--- src/hw/rtl/vdim_pkg.sv ---
// Package for the vertex deduplication block: table sizes, vertex and
// result types, and the controller state encoding. No dependencies.
`timescale 1ns / 1ps
`default_nettype none

package vdim_pkg;

    // Table depth and the widths that follow from it.
    localparam int MAX_VERTICES = 256;
    localparam int IDX_W        = $clog2(MAX_VERTICES);
    localparam int CNT_W        = $clog2(MAX_VERTICES + 1);

    // Fixed widths of the result fields.
    localparam int OUT_IDX_W    = 8;
    localparam int OUT_CNT_W    = 9;

    // One vertex as stored in the table.
    typedef struct packed {
        logic signed [31:0] x;
        logic signed [31:0] y;
        logic signed [31:0] z;
    } t_vertex;

    localparam int VTX_W = $bits(t_vertex);

    // One result beat.
    typedef struct packed {
        logic                 valid;
        logic [OUT_IDX_W-1:0] index;
        logic                 is_new;
        logic                 full;
        logic [OUT_CNT_W-1:0] count;
    } t_result;

    // Controller states.
    typedef enum logic {
        ST_IDLE,
        ST_SCAN
    } t_state;

endpackage

`default_nettype wire

--- src/hw/rtl/vdim_ctrl.sv ---
// Scan controller: walks the vertex table one entry a cycle, compares the
// read data with the held vertex, and decides hit, append or full. Uses vdim_pkg.
`timescale 1ns / 1ps
`default_nettype none

module vdim_ctrl (
    input  wire logic             i_clk,
    input  wire logic             i_rst_n,
    input  wire logic             i_accept,
    input  wire logic             i_start_of_set,
    input  wire vdim_pkg::t_vertex i_vtx,
    input  wire vdim_pkg::t_vertex i_rd_data,
    output logic                  o_busy,
    output logic                  o_rd_en,
    output logic [vdim_pkg::IDX_W-1:0] o_rd_addr,
    output logic                  o_wr_en,
    output logic [vdim_pkg::IDX_W-1:0] o_wr_addr,
    output vdim_pkg::t_result     o_result
);
    import vdim_pkg::*;

    t_state           r_state, n_state;
    logic [CNT_W-1:0] r_count, n_count;
    logic [CNT_W-1:0] r_issue, n_issue;
    logic             r_rd_vld, n_rd_vld;
    logic [IDX_W-1:0] r_rd_idx, n_rd_idx;

    logic             w_hit;
    logic             w_more;
    logic             w_miss;
    logic             w_full;
    logic [CNT_W-1:0] w_count_inc;

    // Compare and scan-progress terms.
    assign w_hit       = (r_state == ST_SCAN) && r_rd_vld && (i_rd_data == i_vtx);
    assign w_more      = r_issue < r_count;
    assign w_miss      = (r_state == ST_SCAN) && !r_rd_vld && !w_more;
    assign w_full      = r_count == CNT_W'(MAX_VERTICES);
    assign w_count_inc = r_count + CNT_W'(1);

    // Next state.
    always_comb begin
        n_state = r_state;
        case (r_state)
            ST_IDLE: begin
                if (i_accept) begin
                    n_state = ST_SCAN;
                end
            end
            ST_SCAN: begin
                if (w_hit || w_miss) begin
                    n_state = ST_IDLE;
                end
            end
            default: begin
                n_state = ST_IDLE;
            end
        endcase
    end

    // Datapath control, table access and result.
    always_comb begin
        n_count   = r_count;
        n_issue   = r_issue;
        n_rd_vld  = 1'b0;
        n_rd_idx  = r_rd_idx;
        o_busy    = 1'b0;
        o_rd_en   = 1'b0;
        o_rd_addr = r_issue[IDX_W-1:0];
        o_wr_en   = 1'b0;
        o_wr_addr = r_count[IDX_W-1:0];
        o_result  = '0;
        case (r_state)
            ST_IDLE: begin
                if (i_accept) begin
                    n_issue = '0;
                    if (i_start_of_set) begin
                        n_count = '0;
                    end
                end
            end
            ST_SCAN: begin
                o_busy = 1'b1;
                // Keep one read in flight until a hit or the last entry.
                if (!w_hit && w_more) begin
                    o_rd_en  = 1'b1;
                    n_issue  = r_issue + CNT_W'(1);
                    n_rd_vld = 1'b1;
                    n_rd_idx = r_issue[IDX_W-1:0];
                end
                if (w_hit) begin
                    o_result.valid = 1'b1;
                    o_result.index = OUT_IDX_W'(r_rd_idx);
                    o_result.count = OUT_CNT_W'(r_count);
                end else if (w_miss) begin
                    o_result.valid = 1'b1;
                    if (w_full) begin
                        o_result.full  = 1'b1;
                        o_result.count = OUT_CNT_W'(r_count);
                    end else begin
                        o_wr_en         = 1'b1;
                        n_count         = w_count_inc;
                        o_result.is_new = 1'b1;
                        o_result.index  = OUT_IDX_W'(r_count);
                        o_result.count  = OUT_CNT_W'(w_count_inc);
                    end
                end
            end
            default: begin
                o_busy = 1'b0;
            end
        endcase
    end

    // Control registers.
    always_ff @(posedge i_clk) begin
        if (!i_rst_n) begin
            r_state  <= ST_IDLE;
            r_count  <= '0;
            r_issue  <= '0;
            r_rd_vld <= 1'b0;
        end else begin
            r_state  <= n_state;
            r_count  <= n_count;
            r_issue  <= n_issue;
            r_rd_vld <= n_rd_vld;
        end
    end

    // Index of the entry whose data is on the read port.
    always_ff @(posedge i_clk) begin
        r_rd_idx <= n_rd_idx;
    end

endmodule

`default_nettype wire

--- config.mk ---
export PLATFORM = sky130hd
export DESIGN_NAME = vdim_ctrl
export DESIGN_NICKNAME = d
export VERILOG_FILES = /design/src/hw/rtl/vdim_pkg.sv /design/src/hw/rtl/vdim_ctrl.sv
export SDC_FILE = /design/constraint.sdc
export NUM_CORES = 1
export LEC_CHECK = 0
export ABC_AREA = 0
export BUFFER_PORTS_ARGS = -buffer_cell sky130_fd_sc_hd__clkbuf_2
export CAP_MARGIN = 20
export CORE_MARGIN = 2
export CORE_UTILIZATION = 30
export DETAILED_ROUTE_END_ITERATION = 6
export MAX_ROUTING_LAYER = met4
export PLACE_DENSITY = 0.73
export SKIP_LAST_GASP = 1
export SYNTH_ARGS = -nofsm -noshare
export SYNTH_HDL_FRONTEND = slang
export SYNTH_SLANG_ARGS = --single-unit
--- constraint.sdc ---
create_clock -name i_clk -period 2 [get_ports i_clk]
set_input_delay 0.1 -clock i_clk [delete_from_list [all_inputs] [get_ports i_clk]]
set_output_delay 0.1 -clock i_clk [all_outputs]
set_load 0.005 [all_outputs]
==> flow_summary.toml, run 1 <==
[synthesis]
synth_edf_count = 8
yosysWarningCount = 0
synth.net_count = 579
ys_types = 46
syn_avg_cell_area_sq_um = 7.973
synth_cells = 371
syn_area_sq_mm = 0.002958
synth-async-reset-ratio_pct = 0
synth-seq-cells = 28
ys.flop_type = "dfxtp_1"
yosysSeqAreaShare_pct = 21.66

[grt]
grt_max_degree = 31
antenna_found_initial = 1
overflow = 0
grt_pass1_vias = 3635
grt_use_total_pct = 24.09
grt_pass1_wl_um = 18770

[placement]
place_area_sq_mm = 0.004503
pre_cts_slack_ns = -0.2172
dpl.hpwl_um = 11030
io_buffers = 234
globalplace.congestion = 1.004
dp.cells = 747

[outcome]
violations = "negative setup slack"
status = "finished with violations"

[timing]
setup_slack_ns = -0.3595
fin_crit_sh_pct = 118.0
clock_skew_ns = 0.007928
slew_headroom_pct = 52.75
drv_slew = 0
max_clock_freq_mhz = 423.8
max_slew.worst_pin.slew_ns = 0.7087
min_period_ns = 2.359
worst_hold_slack_ns = 0.3139
setup_tns_ns = -9.564
finalSetupViolCount = 50
hold_viol_final = 0
rsz0062_at_grt = "true"

[clocking]
cts_max_level = 1
cts_tree = "done"
hold_buffers = 0
clock_sinks = 28
clkLatencyLatePin_ns = 0.28
clk_pin_slew_ns = 0.10
clockBufferDepth = 2
cts_root_buf = "clkbuf_8"
numCtsBuffers = 3

[critical_path]
cp.arrival_ns = 2.26
critPathRequiredTime_ns = 1.90
end_kind = "primary output"
cp-start-kind = "flip-flop"
path_class = "reg -> out"
crit_path_max_fanout = 5

[drt]
drt_iter0_drc = 145
drc = 0
vias = 3725
wl_met1_um = 5402
wl_met3_um = 879
detail-route-antenna-nets = 0
dr_wl_met2_um = 6860
drt_pre_antenna_iters = 4
wl_per_cell_um = 17.29
viasPerCell = 4.838
highest_layer = "met4"
drt_wl_total_um = 13310

[final_layout]
fill_cells = 935
layout_commonest_cell = "clkbuf_2"
area_growth_pct = 68.10
fin_cells = 770
nets = 845
most-common-layout-cells = "clkbuf_2 (218), xnor2_1 (51), buf_4 (41)"
drive_gt1_share_pct = 55.66
post-route-cell-area_sq_mm = 0.004972

[hold_path]
hold_path_class = "in -> reg"

[die]
die_w_um = 103.3
core_sq_mm = 0.009684
ios = 235
die_height_um = 103.3
die_area_sq_mm = 0.01067
start_util_pct = 30.54
rows = 36

[power_and_ir_drop]
ir_drop_mv = 0.3435
pwr_density_cell_mw_per_mm2 = 341.1
p_leak_nw = 2.468

[flow_run]
max_cap_viol_count = 0
worst paths after layout:
path	startpoint	endpoint	slack (ns)	depth (start not counted)
worst max-delay path	r_count[6]$_SDFFE_PN0P_	o_result[12]	-0.36	11
worst min-delay path	i_accept	r_issue[0]$_SDFFE_PN0P_	0.31	4
worst max register to register	r_state$_SDFF_PN0_	r_state$_SDFF_PN0_	-0.27	11
worst min register to register	r_count[8]$_SDFFE_PN0P_	r_count[8]$_SDFFE_PN0P_	0.49	2
stage by stage:
stage / utilization (%) / power, mW
floorplan: - / 0.8628
global placement: 46.50 / 1.185
global route: 51.34 / 1.782
detailed placement: 46.50 / 1.195
CTS: 48.88 / 1.686
finish: 51.34 / 1.696
kinds of logic (layout without fill, tap and decap cells):
logic type | Yosys count | after routing | share of synthesized area [%]
AO/OA/AOI/OAI | 64 | 65 | 14.55
buffers and inverters | 54 | 318 | 9.476
adder cells (fa/ha/maj) | 12 | 12 | 5.076
multiplexers | 6 | 6 | 2.031
AND/OR/NAND/NOR | 129 | 129 | 24.11
flip-flops | 28 | 28 | 21.66
other | 0 | 1 | 0
XOR/XNOR | 78 | 78 | 23.10
registers in the layout, indices dropped and copies added (netlist names):
| signal | flops |
|---|---|
| r_count | 9 |
| r_state | 1 |
| r_issue | 9 |
| r_rd_idx | 8 |
| r_rd_vld | 1 |
area by class of cell:
class                      instances  area, sq um  share of cell area [%]
antenna                            1        2.502                 0.05033
sequential                        28        661.9                   13.31
timing repair buffer             286         1667                   33.52
inverter                          28        107.6                   2.164
clock inverter                     1        30.03                  0.6039
clock buffer                       3        41.29                  0.8304
multi-input combinational        290         2296                   46.18
tap                              133        166.4                   3.347
synth_stat cells, types with 3 or more instances:
library cell  number  share of area [%]
ha_1              12                5.1
inv_1             28                3.6
dfxtp_1           20                 14
and2_1             3               0.63
edfxtp_1           8                8.1
nand4_1           20                4.2
a22o_1            10                3.0
buf_4             18                4.6
a21oi_1            5               0.85
and3_1             4               0.85
a21boi_0           5                1.3
nand2b_1           7                1.5
o21ai_1           13                2.2
nor3_1             8                1.4
nand3_1            6                1.0
xor2_1            27                8.0
nor2_1             7               0.89
nor2b_1            9                1.9
xnor2_1           51                 15
clkbuf_1           5               0.63
nor3b_1            3               0.76
mux2i_1            6                2.0
nand2_1           37                4.7
o211ai_1           3               0.76
o21ai_0            9                1.5
o22ai_1            8                1.7
nor4_1            16                3.4
per-layer routing:
metal	up-vias	GRT usage, %
met4	0	3.239
met1	1681	28.17
li1	1838	-
met5	-	-
met3	17	2.621
met2	189	45.35
worst max-delay path: stages (launching register included):
cell,delay (ns)
dfxtp_4,0.36
inv_2,0.05
ha_4,0.28
nand2_4,0.06
o21ai_2,0.15
a21oi_2,0.06
o21a_2,0.26
buf_6,0.14
nor3b_2,0.19
buf_4,0.17
a22o_1,0.14
buf_2,0.11
power breakdown:
part / internal (mW) / switching (mW)
clock: 0.269 / 0.191
combinational: 0.356 / 0.292
sequential: 0.584 / 0.00391
repair_timing:
action	4_1_cts	5_1_grt
gates cloned	1	2
buffers inserted	5	11
resized for setup	40	42
endpoints found under the setup margin	50	50
pin swaps	13	24
hold endpoints to repair	0	0
Power figures use the tool's default switching activity.
==> run 2, diff against run 1 <==
--- a/config.mk
+++ b/config.mk
@@ -13,6 +13,7 @@
 export DETAILED_ROUTE_END_ITERATION = 6
 export MAX_ROUTING_LAYER = met4
 export PLACE_DENSITY = 0.73
+export SKIP_CTS_REPAIR_TIMING = 1
 export SKIP_LAST_GASP = 1
 export SYNTH_ARGS = -nofsm -noshare
 export SYNTH_HDL_FRONTEND = slang
==> flow_summary.toml, run 2 (synthesis gave the netlist of run 1 again) <==
[die]
die_area_sq_mm = 0.01067
start_util_pct = 30.54
rows = 36
die_w_um = 103.3
core_sq_mm = 0.009684
die_height_um = 103.3
ios = 235

[critical_path]
critPathRequiredTime_ns = 1.90
slowest_stage = "dfxtp_4"
ff2ff_setup_slack_ns = -0.27
end_kind = "primary output"
path_class = "reg -> out"
r2r-end = "r_issue[0]$_SDFFE_PN0P_"
cp.arrival_ns = 2.31
cp-start-kind = "flip-flop"
crit_chain = "inv_4 -> ha_4 -> nand2_2 -> o21ai_2 -> a21oi_2 -> o21a_2 -> buf_4 -> nor3b_1 -> o21ai_1 -> nand2_1 -> clkbuf_2"
crit_path_max_fanout = 6
critPathMaxStageDelay_ns = 0.37
timing.rr.start = "r_count[8]$_SDFFE_PN0P_"
ff2ff_path_depth = 10

[drt]
viasPerCell = 4.871
wl_per_cell_um = 17.13
drt_wl_total_um = 13180
drt_iter0_drc = 137
detail-route-antenna-nets = 0
vias = 3746
drc = 0
drt_pre_antenna_iters = 4

[final_layout]
drive_gt1_share_pct = 54.65
layout_commonest_cell = "clkbuf_2"
most-common-layout-cells = "clkbuf_2 (222), xnor2_1 (51), buf_4 (41)"
area_growth_pct = 66.41
reg.largest.list = "r_count (9), r_issue (9), r_rd_idx (8)"
multi_input_area_sq_mm = 0.002243
post-route-cell-area_sq_mm = 0.004922
regArea_sq_um = 661.9
nets = 844
fill_cells = 951

[timing]
slew_headroom_pct = 63.52
max_slew.worst_pin.slew_ns = 0.5472
drv_slew = 0
rsz0062_at_grt = "true"
max_clock_freq_mhz = 415.1
fin_crit_sh_pct = 120.5
clock_skew_ns = 0.007276
finalSetupViolCount = 50
hold_viol_final = 0
min_period_ns = 2.409
setup_slack_ns = -0.4093

[hold_path]
hold_path_depth = 4
hold_end = "r_issue[0]$_SDFFE_PN0P_"
min-delay-start = "i_accept"
hold_path_class = "in -> reg"

[clocking]
cts_max_level = 1
clkLatencyLatePin_ns = 0.29
numCtsBuffers = 3
clockBufferDepth = 2
cts_root_buf = "clkbuf_8"
cts_tree = "done"
clk_pin_slew_ns = 0.10
clock_sinks = 28

[grt]
grt_use_total_pct = 23.26
overflow = 0
grt_pass1_vias = 3528
grt_pass1_wl_um = 18190
grt_max_degree = 31
antenna_found_initial = 1

[outcome]
violations = "negative setup slack"
status = "finished with violations"

[placement]
place_area_sq_mm = 0.004503
globalplace.congestion = 1.004
dpl.hpwl_um = 11030
pre_cts_slack_ns = -0.2172
io_buffers = 234

[flow_run]
max_cap_viol_count = 0

[power_and_ir_drop]
ir_drop_mv = 0.2458
pwr_density_cell_mw_per_mm2 = 343.6
p_leak_nw = 2.450
-- run 2: cell types whose count changed in the layout (fill, tap and decap cells not counted), moves of 2 or more --
| cell | delta |
|---|---|
| clkbuf_2 | +4 |
| buf_2 | -3 |
| a21boi_1 | +2 |
| buf_6 | -2 |
| nand2_1 | +2 |
| nor3b_1 | +2 |
| nor3b_2 | -2 |
| o22a_4 | -2 |
-- run 2: cell type report --
class,instances,share of cell area [%]
Tap cell,133,3.381
Clock inverter,1,0.6101
Antenna cell,1,0.05084
Inverter,28,2.186
Timing Repair Buffer,286,33.91
Multi-Input combinational cell,289,45.58
Clock buffer,3,0.8388
Sequential cell,28,13.45
-- run 2: per-stage QoR --
stage	total power [mW]	TNS, ns	hold WS, ns	utilization [%]	cells
after floorplan	0.8628	-0.004961	0.3238	-	371
after global placement	1.185	-4.203	0.4797	46.50	747
after detailed placement	1.195	-5.891	0.5040	46.50	747
after CTS	1.648	-12.19	0.2353	47.24	751
after global routing	1.775	-17.33	0.2732	50.83	769
final	1.691	-12.28	0.2583	50.83	769
-- run 2: power breakdown --
part	switching (mW)	internal [mW]	leakage, nW
clock	0.193	0.269	0.0357
sequential	0.00392	0.584	0.243
combinational	0.286	0.356	2.17
total	0.483	1.21	2.45
-- run 2: per-layer routing --
| layer | track usage (%) | share of wire (%) |
|---|---|---|
| met1 | 27.71 | 41 |
| met2 | 42.96 | 51 |
| met4 | 3.036 | 1.6 |
| met5 | - | 0 |
| met3 | 2.890 | 6.4 |
-- run 2: worst max-delay path by stage --
stage / from / slack [ns] / endpoint
6_report: r_count[2]$_SDFFE_PN0P_ / -0.41 / o_result[7]
4_1_cts: r_count[2]$_SDFFE_PN0P_ / -0.49 / o_rd_en
5_1_grt: r_count[2]$_SDFFE_PN0P_ / -0.55 / o_result[7]
2_1_floorplan: r_count[2]$_SDFFE_PN0P_ / -0.005 / r_issue[3]$_SDFFE_PN0P_
3_3_place_gp: i_vtx[57] / -0.17 / r_rd_vld$_SDFF_PN0_
3_5_place_dp: r_count[2]$_SDFFE_PN0P_ / -0.22 / r_rd_idx[6]$_DFFE_PP_
-- run 2: worst max-delay path: cells and delay by family, from the launching register on --
family,cells,cell delay [ns]
and+or+nand+nor,3,0.47
buffers and inverters,3,0.33
adders and majority gates,1,0.26
AOI/OAI and AO/OA,4,0.61
DFF,1,0.37
==> run 3, diff against run 2 <==
--- a/config.mk
+++ b/config.mk
@@ -5,14 +5,15 @@
 export SDC_FILE = /design/constraint.sdc
 export NUM_CORES = 1
 export LEC_CHECK = 0
-export ABC_AREA = 0
+export ABC_AREA = 1
 export BUFFER_PORTS_ARGS = -buffer_cell sky130_fd_sc_hd__clkbuf_2
 export CAP_MARGIN = 20
 export CORE_MARGIN = 2
 export CORE_UTILIZATION = 30
+export CTS_CLUSTER_SIZE = 20
 export DETAILED_ROUTE_END_ITERATION = 6
 export MAX_ROUTING_LAYER = met4
-export PLACE_DENSITY = 0.73
+export PLACE_DENSITY = 0.62
 export SKIP_CTS_REPAIR_TIMING = 1
 export SKIP_LAST_GASP = 1
 export SYNTH_ARGS = -nofsm -noshare
==> flow_summary.toml, run 3 <==
[outcome]
status = "finished with violations"
violations = "negative setup slack"

[placement]
globalplace.congestion = 0.9189
pre_cts_slack_ns = -0.05171
place_area_sq_mm = 0.004891
io_buffers = 234
dpl.hpwl_um = 10570

[clocking]
clk_pin_slew_ns = 0.07
cts_root_buf = "clkbuf_16"
cts_tree = "done"
clockBufferDepth = 2
cts_max_level = 1
clock_sinks = 28
numCtsBuffers = 3
clkLatencyLatePin_ns = 0.27

[grt]
busiest_layer = "met2"
grt_use_total_pct = 19.51
grt_max_degree = 17
grt_pass1_wl_um = 19350
use_met3_pct = 2.242
antenna_found_initial = 0
use_met1_pct = 26.33
overflow = 0
grt_pass1_vias = 4126
use_met2_pct = 32.27

[drt]
wl_per_cell_um = 12.31
viasPerCell = 4.390
drt_iter0_drc = 269
drc = 0
detail-route-antenna-nets = 0
vias = 4495
drt_pre_antenna_iters = 4
drt_wl_total_um = 12610

[power_and_ir_drop]
pwr-share-seq_pct = 31.7
pwr_density_cell_mw_per_mm2 = 355.9
p_int_mw = 1.335
total_power_mw = 1.908
ir_drop_mv = 0.2893
p_leak_nw = 3.078
combPwrFrac_pct = 36.6
power.switching_mw = 0.5732
clkPwrFrac_pct = 31.8
switching_share_pct = 30.05

[synthesis]
synth.largest_area_cell = "nand2_1"
synth.most_common_cell = "nand2_1"
synth_top_area_share_pct = 19.34
synth_cells = 616
yosysSeqAreaShare_pct = 18.65
synth_edf_count = 8
syn_avg_cell_area_sq_um = 5.576
syn_area_sq_mm = 0.003435
synth.net_count = 824
synth_commonest_cells = "nand2_1 (177), inv_1 (116), nor2_1 (96)"
ys.flop_type = "dfxtp_1"
yosysWarningCount = 0
synth-seq-cells = 28
synth-async-reset-ratio_pct = 0
ys_types = 26
synth_area_leaders = "nand2_1 (19%), inv_1 (13%), dfxtp_1 (12%), nor2_1 (10%), edfxtp_1 (7.0%)"

[die]
core_sq_mm = 0.01127
ios = 235
start_util_pct = 30.47
die_area_sq_mm = 0.01232
rows = 39
die_w_um = 111.0
die_height_um = 111.0

[timing]
max_slew.worst_pin.slew_ns = 0.4076
setup_slack_ns = -0.1232
drv_slew = 0
worst_hold_slack_ns = 0.1378
slew_headroom_pct = 72.75
min_period_ns = 2.123
finalSetupViolCount = 22
max_clock_freq_mhz = 471.0
hold_viol_final = 0
fin_crit_sh_pct = 106.2
clock_skew_ns = 0.005918
rsz0062_at_grt = "true"

[critical_path]
cp-start-kind = "flip-flop"
timing.rr.start = "r_count[3]$_SDFFE_PN0P_"
crit_path_max_fanout = 8
cp.arrival_ns = 2.02
end_kind = "primary output"
critPathRequiredTime_ns = 1.90
path_class = "reg -> out"
startpoint = "r_count[6]$_SDFFE_PN0P_"

[hold_path]
min-delay-start = "i_rst_n"
hold_path_class = "in -> reg"

[final_layout]
post-route-cell-area_sq_mm = 0.005360
layout_commonest_cell = "clkbuf_2"
nets = 1090
reg.largest.list = "r_count (9), r_issue (9), r_rd_idx (8)"
most-common-layout-cells = "clkbuf_2 (231), nand2_1 (175), inv_1 (106)"
antennaDiodeCount = 0
fin_util_pct = 47.55
area_growth_pct = 56.07
drive_gt1_share_pct = 39.05

[flow_run]
max_cap_viol_count = 0
[run 3: cell types whose count changed after synthesis, sizes merged, moves of 9 or more]
cell   delta
a21oi    +22
inv      +89
nand2   +141
nand3    +25
nand4    -11
nor2     +88
nor2b     -9
nor4     -16
o21ai    +18
xnor2    -33
[run 3: final timing paths]
| kind | end | slack (ns) | depth (start not counted) |
|---|---|---|---|
| min | r_issue[0]$_SDFFE_PN0P_ | 0.14 | 3 |
| min reg2reg | r_rd_idx[5]$_DFFE_PP_ | 0.48 | 0 |
| max reg2reg | r_count[8]$_SDFFE_PN0P_ | -0.01 | 12 |
| max | o_result[9] | -0.12 | 11 |
[run 3: area by class of cell]
cell class | instances | area [sq um]
repair buffers | 285 | 1577
fillers | 1184 | 5912
inverters | 117 | 444.2
clock buffers | 3 | 75.07
multi-input cells | 447 | 2400
flip-flops and latches | 28 | 655.6
well taps | 143 | 178.9
clock inverters | 1 | 30.03
[run 3: stage by stage]
stage                     std cells  setup TNS [ns]
final                          1024          -1.201
after global routing           1024          -3.375
after CTS                      1009          -5.216
after detailed placement       1005         -0.1159
after global placement         1005        -0.03282
after floorplan                 616               0
[run 3: power by group through the flow]
stage / Sequential, mW / Combinational [mW] / Clock (mW)
2_1_floorplan: 0.616 / 0.304 / 0
6_report: 0.604 / 0.698 / 0.606
5_1_grt: 0.605 / 0.786 / 0.632
3_5_place_dp: 0.617 / 0.630 / 0
4_1_cts: 0.603 / 0.635 / 0.612
3_3_place_gp: 0.616 / 0.626 / 0
[run 3: per-layer routing]
| metal | routed length (um) | vias up |
|---|---|---|
| li1 | - | 2397 |
| met1 | 5762 | 1937 |
| met2 | 5954 | 147 |
| met3 | 724 | 14 |
| met4 | 165 | 0 |
| met5 | 0 | - |
[run 3: kinds of logic (layout without fill, tap and decap cells)]
kind of cell             Yosys count  in the layout  synth area share [%]
AO/OA/AOI/OAI                     71             71                 10.82
AND/OR/NAND/NOR                  320            320                 37.38
flip-flops                        28             28                 18.65
XOR/XNOR                          44             44                 11.22
adder cells (fa/ha/maj)           12             12                 4.371
buffers and inverters            141            406                 17.56
[run 3: critical path, stage by stage, from the launching register on]
cell	delay, ns
dfxtp_2	0.33
inv_1	0.07
ha_4	0.28
nand2_1	0.07
nor2_2	0.12
o211ai_1	0.11
nand3_2	0.12
nand2_4	0.11
buf_8	0.17
buf_4	0.17
nor2_4	0.11
clkbuf_2	0.11
